`src/keystroke_case_mode_filter_core_macros.svh`:
```
// Assertion macros for the RTL file that carries checks.
`ifndef KEYSTROKE_CASE_MODE_FILTER_CORE_MACROS_SVH
`define KEYSTROKE_CASE_MODE_FILTER_CORE_MACROS_SVH

`ifndef SYNTHESIS
`define KCMF_ASSERT_SAME(lbl, clk, rst_n, ante, cons) \
	lbl: assert property (@(posedge clk) disable iff (!rst_n) (ante) |-> (cons)) \
		else $error("assertion failed");
`define KCMF_ASSERT_NEXT(lbl, clk, rst_n, ante, cons) \
	lbl: assert property (@(posedge clk) disable iff (!rst_n) (ante) |=> (cons)) \
		else $error("assertion failed");
`else
`define KCMF_ASSERT_SAME(lbl, clk, rst_n, ante, cons)
`define KCMF_ASSERT_NEXT(lbl, clk, rst_n, ante, cons)
`endif

`endif

```
`src/kcmf_pkg.sv`:
```
package kcmf_pkg;

	localparam int MAX_CONTINUE = 8;
	localparam int IDX_W = (MAX_CONTINUE > 1) ? $clog2(MAX_CONTINUE) : 1;
	localparam int CNT_W = $clog2(MAX_CONTINUE + 1);
	localparam int PADDR_W = 5;
	localparam int PDATA_W = 32;

	localparam logic [15:0] PAGE_KEYBOARD = 16'h0007;
	localparam logic [7:0] KEY_A = 8'h04;
	localparam logic [7:0] KEY_Z = 8'h1D;
	localparam logic [7:0] KEY_SPACE = 8'h2C;
	localparam logic [7:0] KEY_MOD_FIRST = 8'hE0;
	localparam logic [7:0] KEY_MOD_LAST = 8'hE7;
	localparam logic [7:0] MOD_LEFT_SHIFT = 8'h02;
	localparam logic [7:0] MOD_SHORTCUT_MASK = 8'hDD;

	typedef enum logic [1:0] {
		CMD_KEY = 2'd0,
		CMD_TOGGLE = 2'd1,
		CMD_WRITE = 2'd2,
		CMD_NONE = 2'd3
	} kcmf_cmd_t;

	typedef enum logic [2:0] {
		REG_DELIM_KEY = 3'd0,
		REG_DELIM_MODS = 3'd1,
		REG_EMIT_DELIM = 3'd2,
		REG_CAP_WORDS = 3'd3,
		REG_CAP_FIRST = 3'd4,
		REG_CAP_ALL = 3'd5,
		REG_CONT_COUNT = 3'd6,
		REG_UNUSED = 3'd7
	} kcmf_reg_t;

	typedef enum logic [1:0] {
		ST_IDLE,
		ST_EVAL,
		ST_SEARCH
	} kcmf_state_t;

	typedef struct packed {
		logic [15:0] page;
		logic [7:0] id;
		logic [7:0] mods;
	} kcmf_entry_t;

	typedef struct packed {
		logic start;
		logic [CNT_W-1:0] limit;
		logic wr_en;
		logic [IDX_W-1:0] wr_addr;
		kcmf_entry_t wr_data;
		logic [15:0] page;
		logic [7:0] id;
		logic [7:0] mods;
	} kcmf_req_t;

	typedef struct packed {
		logic done;
		logic hit;
	} kcmf_rsp_t;

endpackage

```
`src/kcmf_key_in_if.sv`:
```
interface kcmf_key_in_if;
	logic valid;
	logic ready;
	logic [1:0] command;
	logic [15:0] hid_page;
	logic [7:0] keycode;
	logic pressed;
	logic [7:0] implicit_mods;
	logic [7:0] explicit_mods;
	logic [2:0] entry_index;

	modport source (
		output valid, command, hid_page, keycode, pressed, implicit_mods,
			explicit_mods, entry_index,
		input ready
	);
	modport sink (
		input valid, command, hid_page, keycode, pressed, implicit_mods,
			explicit_mods, entry_index,
		output ready
	);
endinterface

```
`src/kcmf_key_out_if.sv`:
```
interface kcmf_key_out_if;
	logic valid;
	logic ready;
	logic [15:0] out_page;
	logic [7:0] out_keycode;
	logic [7:0] out_mods;
	logic swallowed;
	logic mode_active;
	logic shift_pending;

	modport source (
		output valid, out_page, out_keycode, out_mods, swallowed, mode_active,
			shift_pending,
		input ready
	);
	modport sink (
		input valid, out_page, out_keycode, out_mods, swallowed, mode_active,
			shift_pending,
		output ready
	);
endinterface

```
`src/kcmf_match_unit.sv`:
```
module kcmf_match_unit (
	input logic clk,
	input logic arst_n,
	input kcmf_pkg::kcmf_req_t req,
	output kcmf_pkg::kcmf_rsp_t rsp
);

	kcmf_pkg::kcmf_entry_t table_q [kcmf_pkg::MAX_CONTINUE];
	kcmf_pkg::kcmf_entry_t rd_data_s1;
	logic busy_q;
	logic rd_vld_s1;
	logic done_q;
	logic hit_q;
	logic [kcmf_pkg::CNT_W-1:0] issue_cnt_q;
	logic [kcmf_pkg::CNT_W-1:0] limit_q;
	logic [kcmf_pkg::IDX_W-1:0] rd_addr;
	logic match;
	logic last_cmp;

	assign rd_addr = kcmf_pkg::IDX_W'(issue_cnt_q);
	assign match = rd_vld_s1 && (rd_data_s1.page == req.page) && (rd_data_s1.id == req.id)
		&& ((rd_data_s1.mods & req.mods) == rd_data_s1.mods);
	assign last_cmp = busy_q && rd_vld_s1 && (issue_cnt_q == limit_q);

	always_ff @(posedge clk) begin
		if (req.wr_en) begin
			table_q[req.wr_addr] <= req.wr_data;
		end
		rd_data_s1 <= table_q[rd_addr];
	end

	always_ff @(posedge clk or negedge arst_n) begin
		if (!arst_n) begin
			busy_q <= 1'b0;
			rd_vld_s1 <= 1'b0;
			done_q <= 1'b0;
			hit_q <= 1'b0;
			issue_cnt_q <= '0;
			limit_q <= '0;
		end else begin
			done_q <= 1'b0;
			if (req.start) begin
				hit_q <= 1'b0;
				issue_cnt_q <= '0;
				limit_q <= req.limit;
				rd_vld_s1 <= 1'b0;
				if (req.limit == '0) begin
					done_q <= 1'b1;
				end else begin
					busy_q <= 1'b1;
				end
			end else if (busy_q) begin
				if (match) begin
					hit_q <= 1'b1;
				end
				if (issue_cnt_q != limit_q) begin
					issue_cnt_q <= issue_cnt_q + 1'b1;
					rd_vld_s1 <= 1'b1;
				end else begin
					rd_vld_s1 <= 1'b0;
				end
				if (last_cmp) begin
					busy_q <= 1'b0;
					done_q <= 1'b1;
				end
			end
		end
	end

	assign rsp.done = done_q;
	assign rsp.hit = hit_q;

endmodule

```
`src/keystroke_case_mode_filter_core.sv`:
```
// Channel   Direction  Content
// key_in    sink       key event, mode toggle or continue entry write
// key_out   source     one forwarded or swallowed event per request
// apb       slave      configuration registers at byte address 4*i
//
// A request that needs no table lookup is evaluated in ST_EVAL once accepted
// and its result is registered at key_out. A press that may end the mode walks
// the continue table through one entry comparator, one entry per cycle, and its
// result is registered when the walk is done. One request is in flight at a
// time, and a waiting result blocks the next request only while key_out is
// stalled. Reset is asynchronous.
`include "keystroke_case_mode_filter_core_macros.svh"

module keystroke_case_mode_filter_core (
	input logic clk,
	input logic arst_n,
	kcmf_key_in_if.sink key_in,
	kcmf_key_out_if.source key_out,
	input logic psel,
	input logic penable,
	input logic pwrite,
	input logic [kcmf_pkg::PADDR_W-1:0] paddr,
	input logic [kcmf_pkg::PDATA_W-1:0] pwdata,
	output logic [kcmf_pkg::PDATA_W-1:0] prdata,
	output logic pready
);

	logic [7:0] delim_key_q;
	logic [7:0] delim_mods_q;
	logic emit_delim_q;
	logic cap_words_q;
	logic cap_first_q;
	logic cap_all_q;
	logic [3:0] cont_count_q;

	kcmf_pkg::kcmf_state_t state_q, state_d;
	logic active_q, shift_q;
	logic [1:0] cmd_q;
	logic [15:0] page_q;
	logic [7:0] key_q;
	logic pressed_q;
	logic [7:0] imods_q;
	logic [7:0] emods_q;
	logic [2:0] slot_q;

	logic out_valid_q;
	logic [15:0] out_page_q;
	logic [7:0] out_key_q;
	logic [7:0] out_mods_q;
	logic out_swallow_q;
	logic out_active_q;
	logic out_shift_q;

	logic in_accept;
	logic load_out;
	logic flag_we;
	logic act_d, sh_d;
	logic [15:0] res_page;
	logic [7:0] res_key;
	logic [7:0] res_mods;
	logic res_swallow;
	logic need_search;
	logic is_kb;
	logic [kcmf_pkg::CNT_W-1:0] limit;
	logic cfg_wr;
	kcmf_pkg::kcmf_reg_t reg_sel;
	kcmf_pkg::kcmf_req_t req;
	kcmf_pkg::kcmf_rsp_t rsp;

	assign pready = 1'b1;
	assign cfg_wr = psel && penable && pwrite;
	assign reg_sel = kcmf_pkg::kcmf_reg_t'(paddr[4:2]);

	always_ff @(posedge clk or negedge arst_n) begin
		if (!arst_n) begin
			delim_key_q <= '0;
			delim_mods_q <= '0;
			emit_delim_q <= 1'b0;
			cap_words_q <= 1'b0;
			cap_first_q <= 1'b0;
			cap_all_q <= 1'b0;
			cont_count_q <= '0;
		end else if (cfg_wr) begin
			unique case (reg_sel)
				kcmf_pkg::REG_DELIM_KEY: delim_key_q <= pwdata[7:0];
				kcmf_pkg::REG_DELIM_MODS: delim_mods_q <= pwdata[7:0];
				kcmf_pkg::REG_EMIT_DELIM: emit_delim_q <= pwdata[0];
				kcmf_pkg::REG_CAP_WORDS: cap_words_q <= pwdata[0];
				kcmf_pkg::REG_CAP_FIRST: cap_first_q <= pwdata[0];
				kcmf_pkg::REG_CAP_ALL: cap_all_q <= pwdata[0];
				kcmf_pkg::REG_CONT_COUNT: cont_count_q <= pwdata[3:0];
				default: ;
			endcase
		end
	end

	always_comb begin
		prdata = '0;
		unique case (reg_sel)
			kcmf_pkg::REG_DELIM_KEY: prdata[7:0] = delim_key_q;
			kcmf_pkg::REG_DELIM_MODS: prdata[7:0] = delim_mods_q;
			kcmf_pkg::REG_EMIT_DELIM: prdata[0] = emit_delim_q;
			kcmf_pkg::REG_CAP_WORDS: prdata[0] = cap_words_q;
			kcmf_pkg::REG_CAP_FIRST: prdata[0] = cap_first_q;
			kcmf_pkg::REG_CAP_ALL: prdata[0] = cap_all_q;
			kcmf_pkg::REG_CONT_COUNT: prdata[3:0] = cont_count_q;
			default: ;
		endcase
	end

	assign key_in.ready = (state_q == kcmf_pkg::ST_IDLE) && (!out_valid_q || key_out.ready);
	assign in_accept = key_in.valid && key_in.ready;

	always_ff @(posedge clk) begin
		if (in_accept) begin
			cmd_q <= key_in.command;
			page_q <= key_in.hid_page;
			key_q <= key_in.keycode;
			pressed_q <= key_in.pressed;
			imods_q <= key_in.implicit_mods;
			emods_q <= key_in.explicit_mods;
			slot_q <= key_in.entry_index;
		end
	end

	assign is_kb = page_q == kcmf_pkg::PAGE_KEYBOARD;
	assign limit = (int'(cont_count_q) > kcmf_pkg::MAX_CONTINUE)
		? kcmf_pkg::CNT_W'(kcmf_pkg::MAX_CONTINUE) : kcmf_pkg::CNT_W'(cont_count_q);

	// Classification of the held request.
	always_comb begin
		res_page = '0;
		res_key = '0;
		res_mods = '0;
		res_swallow = 1'b1;
		act_d = active_q;
		sh_d = shift_q;
		need_search = 1'b0;
		unique case (kcmf_pkg::kcmf_cmd_t'(cmd_q))
			kcmf_pkg::CMD_TOGGLE: begin
				if (pressed_q) begin
					act_d = !active_q;
					sh_d = !active_q && cap_first_q;
				end
			end
			kcmf_pkg::CMD_KEY: begin
				res_page = page_q;
				res_key = key_q;
				res_mods = imods_q;
				res_swallow = 1'b0;
				if (!active_q) begin
				end else if (is_kb && key_q >= kcmf_pkg::KEY_MOD_FIRST
					&& key_q <= kcmf_pkg::KEY_MOD_LAST) begin
				end else if (((imods_q | emods_q) & kcmf_pkg::MOD_SHORTCUT_MASK) != 8'h00) begin
				end else if (is_kb && key_q == kcmf_pkg::KEY_SPACE) begin
					if (pressed_q && cap_words_q) begin
						sh_d = 1'b1;
					end
					if (emit_delim_q) begin
						res_key = delim_key_q;
						res_mods = delim_mods_q;
					end else begin
						res_page = '0;
						res_key = '0;
						res_mods = '0;
						res_swallow = 1'b1;
					end
				end else if (!pressed_q) begin
				end else if (is_kb && key_q >= kcmf_pkg::KEY_A && key_q <= kcmf_pkg::KEY_Z) begin
					if (cap_all_q || shift_q) begin
						res_mods = imods_q | kcmf_pkg::MOD_LEFT_SHIFT;
						sh_d = 1'b0;
					end
				end else begin
					need_search = 1'b1;
				end
			end
			default: ;
		endcase
	end

	always_comb begin
		state_d = state_q;
		load_out = 1'b0;
		flag_we = 1'b0;
		req = '0;
		req.limit = limit;
		req.page = page_q;
		req.id = key_q;
		req.mods = imods_q | emods_q;
		req.wr_addr = kcmf_pkg::IDX_W'(slot_q);
		req.wr_data = '{page: page_q, id: key_q, mods: imods_q};
		unique case (state_q)
			kcmf_pkg::ST_IDLE: begin
				if (in_accept) begin
					state_d = kcmf_pkg::ST_EVAL;
				end
			end
			kcmf_pkg::ST_EVAL: begin
				if (need_search) begin
					req.start = 1'b1;
					state_d = kcmf_pkg::ST_SEARCH;
				end else begin
					req.wr_en = (cmd_q == kcmf_pkg::CMD_WRITE)
						&& (int'(slot_q) < kcmf_pkg::MAX_CONTINUE);
					load_out = 1'b1;
					flag_we = 1'b1;
					state_d = kcmf_pkg::ST_IDLE;
				end
			end
			kcmf_pkg::ST_SEARCH: begin
				if (rsp.done) begin
					load_out = 1'b1;
					state_d = kcmf_pkg::ST_IDLE;
				end
			end
			default: state_d = kcmf_pkg::ST_IDLE;
		endcase
	end

	always_ff @(posedge clk or negedge arst_n) begin
		if (!arst_n) begin
			state_q <= kcmf_pkg::ST_IDLE;
		end else begin
			state_q <= state_d;
		end
	end

	always_ff @(posedge clk or negedge arst_n) begin
		if (!arst_n) begin
			active_q <= 1'b0;
			shift_q <= 1'b0;
			out_valid_q <= 1'b0;
		end else begin
			if (flag_we) begin
				active_q <= act_d;
				shift_q <= sh_d;
			end else if (state_q == kcmf_pkg::ST_SEARCH && rsp.done) begin
				active_q <= rsp.hit;
				shift_q <= 1'b0;
			end
			if (load_out) begin
				out_valid_q <= 1'b1;
			end else if (key_out.ready) begin
				out_valid_q <= 1'b0;
			end
		end
	end

	always_ff @(posedge clk) begin
		if (load_out) begin
			out_page_q <= res_page;
			out_key_q <= res_key;
			out_mods_q <= res_mods;
			out_swallow_q <= res_swallow;
			if (state_q == kcmf_pkg::ST_SEARCH) begin
				out_active_q <= rsp.hit;
				out_shift_q <= 1'b0;
			end else begin
				out_active_q <= act_d;
				out_shift_q <= sh_d;
			end
		end
	end

	assign key_out.valid = out_valid_q;
	assign key_out.out_page = out_page_q;
	assign key_out.out_keycode = out_key_q;
	assign key_out.out_mods = out_mods_q;
	assign key_out.swallowed = out_swallow_q;
	assign key_out.mode_active = out_active_q;
	assign key_out.shift_pending = out_shift_q;

	kcmf_match_unit u_match (
		.clk (clk),
		.arst_n (arst_n),
		.req (req),
		.rsp (rsp)
	);

	`KCMF_ASSERT_NEXT(a_accept_to_eval, clk, arst_n, in_accept, state_q == kcmf_pkg::ST_EVAL)
	`KCMF_ASSERT_SAME(a_done_in_search, clk, arst_n, rsp.done, state_q == kcmf_pkg::ST_SEARCH)
	`KCMF_ASSERT_SAME(a_shift_needs_mode, clk, arst_n, !active_q, !shift_q)
	`KCMF_ASSERT_SAME(a_busy_not_ready, clk, arst_n, state_q != kcmf_pkg::ST_IDLE, !key_in.ready)

endmodule
```
`src/flat_wrapper.sv`:
```
// flat-port wrapper written by rule: the top's interface ports become plain ports
module keystroke_case_mode_filter_core_flat 
  (clk, arst_n, psel, penable, pwrite, paddr, pwdata, prdata, pready, key_in_valid, key_in_command, key_in_hid_page, key_in_keycode, key_in_pressed, key_in_implicit_mods, key_in_explicit_mods, key_in_entry_index, key_in_ready, key_out_valid, key_out_out_page, key_out_out_keycode, key_out_out_mods, key_out_swallowed, key_out_mode_active, key_out_shift_pending, key_out_ready);
  kcmf_key_in_if key_in_i ();
  kcmf_key_out_if key_out_i ();
  input logic clk;
  input logic arst_n;
  input logic psel;
  input logic penable;
  input logic pwrite;
  input logic [kcmf_pkg::PADDR_W-1:0] paddr;
  input logic [kcmf_pkg::PDATA_W-1:0] pwdata;
  output logic [kcmf_pkg::PDATA_W-1:0] prdata;
  output logic pready;
  input wire logic [$bits(key_in_i.valid)-1:0] key_in_valid;
  input wire logic [$bits(key_in_i.command)-1:0] key_in_command;
  input wire logic [$bits(key_in_i.hid_page)-1:0] key_in_hid_page;
  input wire logic [$bits(key_in_i.keycode)-1:0] key_in_keycode;
  input wire logic [$bits(key_in_i.pressed)-1:0] key_in_pressed;
  input wire logic [$bits(key_in_i.implicit_mods)-1:0] key_in_implicit_mods;
  input wire logic [$bits(key_in_i.explicit_mods)-1:0] key_in_explicit_mods;
  input wire logic [$bits(key_in_i.entry_index)-1:0] key_in_entry_index;
  output wire logic [$bits(key_in_i.ready)-1:0] key_in_ready;
  output wire logic [$bits(key_out_i.valid)-1:0] key_out_valid;
  output wire logic [$bits(key_out_i.out_page)-1:0] key_out_out_page;
  output wire logic [$bits(key_out_i.out_keycode)-1:0] key_out_out_keycode;
  output wire logic [$bits(key_out_i.out_mods)-1:0] key_out_out_mods;
  output wire logic [$bits(key_out_i.swallowed)-1:0] key_out_swallowed;
  output wire logic [$bits(key_out_i.mode_active)-1:0] key_out_mode_active;
  output wire logic [$bits(key_out_i.shift_pending)-1:0] key_out_shift_pending;
  input wire logic [$bits(key_out_i.ready)-1:0] key_out_ready;
  assign key_in_i.valid = key_in_valid;
  assign key_in_i.command = key_in_command;
  assign key_in_i.hid_page = key_in_hid_page;
  assign key_in_i.keycode = key_in_keycode;
  assign key_in_i.pressed = key_in_pressed;
  assign key_in_i.implicit_mods = key_in_implicit_mods;
  assign key_in_i.explicit_mods = key_in_explicit_mods;
  assign key_in_i.entry_index = key_in_entry_index;
  assign key_in_ready = key_in_i.ready;
  assign key_out_valid = key_out_i.valid;
  assign key_out_out_page = key_out_i.out_page;
  assign key_out_out_keycode = key_out_i.out_keycode;
  assign key_out_out_mods = key_out_i.out_mods;
  assign key_out_swallowed = key_out_i.swallowed;
  assign key_out_mode_active = key_out_i.mode_active;
  assign key_out_shift_pending = key_out_i.shift_pending;
  assign key_out_i.ready = key_out_ready;
  keystroke_case_mode_filter_core u_core (.clk(clk), .arst_n(arst_n), .key_in(key_in_i), .key_out(key_out_i), .psel(psel), .penable(penable), .pwrite(pwrite), .paddr(paddr), .pwdata(pwdata), .prdata(prdata), .pready(pready));
endmodule
```
`config.mk`:
```
export PLATFORM = sky130hd
export DESIGN_NAME = keystroke_case_mode_filter_core_flat
export DESIGN_NICKNAME = d
export VERILOG_FILES = /design/src/kcmf_pkg.sv /design/src/kcmf_key_in_if.sv /design/src/kcmf_key_out_if.sv /design/src/kcmf_match_unit.sv /design/src/keystroke_case_mode_filter_core.sv /design/src/flat_wrapper.sv
export VERILOG_INCLUDE_DIRS = /design/src /design/src/src
export SDC_FILE = /design/constraint.sdc
export NUM_CORES = 1
export LEC_CHECK = 0
export ABC_AREA = 1
export BUFFER_PORTS_ARGS = -buffer_cell sky130_fd_sc_hd__buf_4
export CORE_MARGIN = 4
export CORE_UTILIZATION = 38
export CTS_CLUSTER_SIZE = 12
export DETAILED_ROUTE_END_ITERATION = 8
export GPL_TIMING_DRIVEN = 0
export SLEW_MARGIN = 20
export SYNTH_ARGS = -nofsm -noshare
export SYNTH_HDL_FRONTEND = slang
export SYNTH_SLANG_ARGS = --single-unit
export TNS_END_PERCENT = 100
```
`constraint.sdc`:
```
create_clock -name clk -period 3.35 [get_ports clk]
set_input_delay 0.1675 -clock clk [delete_from_list [all_inputs] [get_ports clk]]
set_output_delay 0.1675 -clock clk [all_outputs]
set_load 0.02 [all_outputs]
```
==> run_results.csv <==
group,metric,value,unit
yosys,synth.lib_cells_used.distinct,43,
yosys,async_flop_share,0.100,
global_route,first_pass_grt_wire_length,65000,µm
floorplan,std_cell_rows,75,
worst_hold_path,worst_min_delay_path_class,"in2reg",
yosys,synth-seq-cells,410,
floorplan,die_width,215,µm
detailed_routing,remaining_drc_errors,0,
yosys,ys.warnings.count,0,
timing,setup_viol_count_final,0,
detailed_routing,drt_pre_antenna_iters,6,
cells_and_area,syn2layout_area_growth,23.4,%
global_route,grt_antenna_before_repair,0,
detailed_routing,drt.antenna.violating_nets,0,
cts,reg_clk_slew_reported_paths,0.06,ns
yosys,post-synth-top-area-fraction,0.619,
cells_and_area,fin_nets,1717,
cts,post_cts_resized,0,
worst_setup_path,start_kind,"flop",
yosys,seq_area_frac_synth,0.721,
place,dp_hpwl,29600,µm
cts,clock_latency,0.56,ns
worst_hold_path,worstHoldStart,"penable",
detailed_routing,routed-via-count,11100,
detailed_routing,via_per_inst,5.06,
cells_and_area,drive_above_1_share,0.147,
worst_setup_path,r2r_start,"u_core.key_q[7]$_DFFE_PP_",
floorplan,core_area,42200,µm²
cts,clock_sinks,410,
yosys,netlist_area_before_placement,16300,µm²
detailed_routing,avgRoutedWirePerCell,19.7,µm
floorplan,initial_utilization,0.387,
floorplan,io_pins,160,
worst_setup_path,worst-path-max-fanout,18,
timing,layout_min_cycle_time,3.04,ns
floorplan,die_h,215,µm
cells_and_area,antenna-diode-count,0,
global_route,grt_overflow,0,
detailed_routing,detailedRoute.firstIterationViolations,1113,
cells_and_area,finalCoreUtilization,0.478,
cts,tritoncts,"yes",
run,max-cap-violations,0,
global_route,maximum_number_of_pins_on_one_net_before_global_route_repair,47,
floorplan,die-area,46400,µm²
worst_setup_path,critical_path.cell_chain,"nand3_1 > nor2_1 > nand3_1 > nand3_1 > nor2_1 > nor2_1 > nor2_1 > nor2_4 > buf_16",
yosys,postSynth.topFlopCell,"sky130_fd_sc_hd__edfxtp_1",
global_route,first_global_vias,10900,
timing,fin_setup_tns,0,ns
power_and_ir_drop,power_per_cell_area,520,nW/µm²
worst_setup_path,cp.arrival,3.30,ns
worst_setup_path,critical_path_required,3.61,ns
yosys,post_synth_inst_count,1378,
timing,skew,0.0185,ns
power_and_ir_drop,max-vdd-ir-drop,408,µV
timing,max_slew_margin,0.487,
place,port_buffers,108,
yosys,yosys.area.top_type,"sky130_fd_sc_hd__edfxtp_1",
timing,fmax_achieved,329,MHz
timing,share_of_the_clock_period_used_by_the_worst_path_after_layout,0.906,
timing,report.final.slew_viol_count,0,
worst_setup_path,worstSetupStartpoint,"u_core.key_q[7]$_DFFE_PP_",
power_and_ir_drop,leakagePower,7.47,nW
cts,clock_tree.root_cell,"sky130_fd_sc_hd__clkbuf_16",
cts,cts_buffers,43,
cells_and_area,final_cell_mix,"337 x sky130_fd_sc_hd__edfxtp_1, 300 x sky130_fd_sc_hd__nor2_1, 168 x sky130_fd_sc_hd__o21ai_0",
timing,final_hold_viol_count,0,
yosys,synth_edf_count,337,
worst_setup_path,critical-path-top-cell-by-count,"sky130_fd_sc_hd__nor2_1",
yosys,ranking_of_synthesized_cells_by_area,"sky130_fd_sc_hd__edfxtp_1 62%, sky130_fd_sc_hd__nor2_1 7.1%, sky130_fd_sc_hd__dfrtp_1 6.3%, sky130_fd_sc_hd__o21ai_0 5.1%, sky130_fd_sc_hd__dfxtp_1 3.9%",
cells_and_area,mostFrequentLayoutCell,"sky130_fd_sc_hd__edfxtp_1",
timing,worst_margin_slew,0.770,ns
yosys,post_synth.cell_area_avg,11.9,µm²
worst_setup_path,critical-path-slowest-cell,"sky130_fd_sc_hd__edfxtp_1",
worst_setup_path,crit_path_end_kind,"flop",
cts,clock_tree.htree_level_count,2,
worst_setup_path,worstSetupPathType,"reg2reg",
detailed_routing,detail_route.wirelength,43200,µm
status,run_status,"completed",
place,finalWeightedCongestion,0.905,
cts,clock_tree.buffer_depth,3,
global_route,grt_util_all_layers,0.183,
timing,unrepaired_setup_endpoints_after_global_routing,"false",
worst_setup_path,timing.critical_path.slowest_cell_delay,0.79,ns
[layout make-up]
type / count / area, µm²
Buffer: 81 / 430
Inverter: 94 / 355
Timing Repair Buffer: 177 / 1650
Multi-Input combinational cell: 816 / 3920
Clock inverter: 9 / 105
Sequential cell: 410 / 11800
Fill cell: 3735 / 22100
Tap cell: 539 / 674
Clock buffer: 71 / 1240
[Yosys cell counts (2+ instances only)]
library cell               instances
sky130_fd_sc_hd__edfxtp_1        337
sky130_fd_sc_hd__nor2_2            7
sky130_fd_sc_hd__conb_1            2
sky130_fd_sc_hd__a31oi_1          36
sky130_fd_sc_hd__nand3_2           2
sky130_fd_sc_hd__o21ai_0         168
sky130_fd_sc_hd__buf_1             3
sky130_fd_sc_hd__buf_6             2
sky130_fd_sc_hd__xnor2_1           5
sky130_fd_sc_hd__nor2_1          309
sky130_fd_sc_hd__nor3_1            9
sky130_fd_sc_hd__xor2_1            6
sky130_fd_sc_hd__inv_2             3
sky130_fd_sc_hd__inv_1            90
sky130_fd_sc_hd__clkbuf_1         45
sky130_fd_sc_hd__a211oi_2          9
sky130_fd_sc_hd__buf_2             5
sky130_fd_sc_hd__dfrtp_1          41
sky130_fd_sc_hd__nand4_1           7
sky130_fd_sc_hd__ha_1              4
sky130_fd_sc_hd__or2_2             2
sky130_fd_sc_hd__dfxtp_1          32
sky130_fd_sc_hd__nand3_1          35
sky130_fd_sc_hd__buf_4            25
sky130_fd_sc_hd__a211oi_1          6
sky130_fd_sc_hd__nand2_1         116
sky130_fd_sc_hd__o221ai_1          2
sky130_fd_sc_hd__o21ai_1           3
sky130_fd_sc_hd__o22ai_1          42
sky130_fd_sc_hd__a21oi_1          12
[flip-flops by register name, summed over array words and instances (netlist names), 16 cells and up]
signal                     flops
u_core.key_out.out_page       16
u_core.u_match.table_q       256
u_core.u_match.rd_data_s1     32
u_core.page_q                 16
[cell families after synthesis]
family / synth area share
AND/OR/NAND/NOR: 0.121
flip-flops: 0.721
buffers and inverters: 0.0479
other: 0.000460
adder cells (fa/ha/maj): 0.00306
XOR/XNOR: 0.00590
AO/OA/AOI/OAI: 0.100
[repair_timing]
| item | 4_1_cts | 5_1_grt |
|---|---|---|
| buffers inserted | 0 | 0 |
| hold buffers | 60 | 0 |
| endpoints found under the hold margin | 112 | 0 |
[per-stage QoR]
stage	worst slack [ns]	hold WS, ns	instances	total power [mW]	area [µm²]
4_1_cts	0.270	0.0444	2197	10.6	20200
6_report	0.313	0.0514	2197	10.5	20200
2_1_floorplan	0.527	-0.128	1401	5.79	16400
5_1_grt	0.0558	0.123	2197	10.8	20200
3_5_place_dp	0.298	0.177	2057	5.92	18200
3_3_place_gp	-1.41	0.186	2048	5.91	17900
[layer usage]
| layer | share of wire | vias to the layer above | wire length (µm) | global-route usage |
|---|---|---|---|---|
| li1 | - | 5283 | - | - |
| met1 | 0.43 | 5317 | 18600 | 0.250 |
| met2 | 0.46 | 426 | 20100 | 0.292 |
| met3 | 0.074 | 81 | 3210 | 0.0401 |
| met4 | 0.030 | 0 | 1290 | 0.0648 |
| met5 | 0 | - | 0 | 0 |
[power by group]
group          total (mW)  switching [mW]  internal (mW)
clock network        4.62            1.93           2.69
registers            5.56          0.0509           5.51
logic               0.308           0.150          0.159
[final timing paths]
kind / to / slack (ns) / depth (start not counted)
hold / removal: u_core.cap_all_q$_DFFE_PN0P_ / 0.05 / 5
hold reg to reg: u_core.u_match.rd_vld_s1$_DFFE_PN0P_ / 0.48 / 2
max in group asynchronous: u_core.delim_mods_q[6]$_DFFE_PN0P_ / 2.83 / 2
setup reg to reg: u_core.key_out.out_mods[6]$_SDFFCE_PP0P_ / 0.31 / 9
min in group asynchronous: u_core.key_out.valid$_DFFE_PN0P_ / 0.14 / 2
setup / recovery: u_core.key_out.out_mods[6]$_SDFFCE_PP0P_ / 0.31 / 9
[critical path, delay by kind of cell (launching register included)]
| family | cells | cell delay (ns) |
|---|---|---|
| and+or+nand+nor | 8 | 1.68 |
| DFF | 1 | 0.79 |
| buffers and inverters | 1 | 0.24 |
Note: power is estimated with default switching activity, not from simulation.
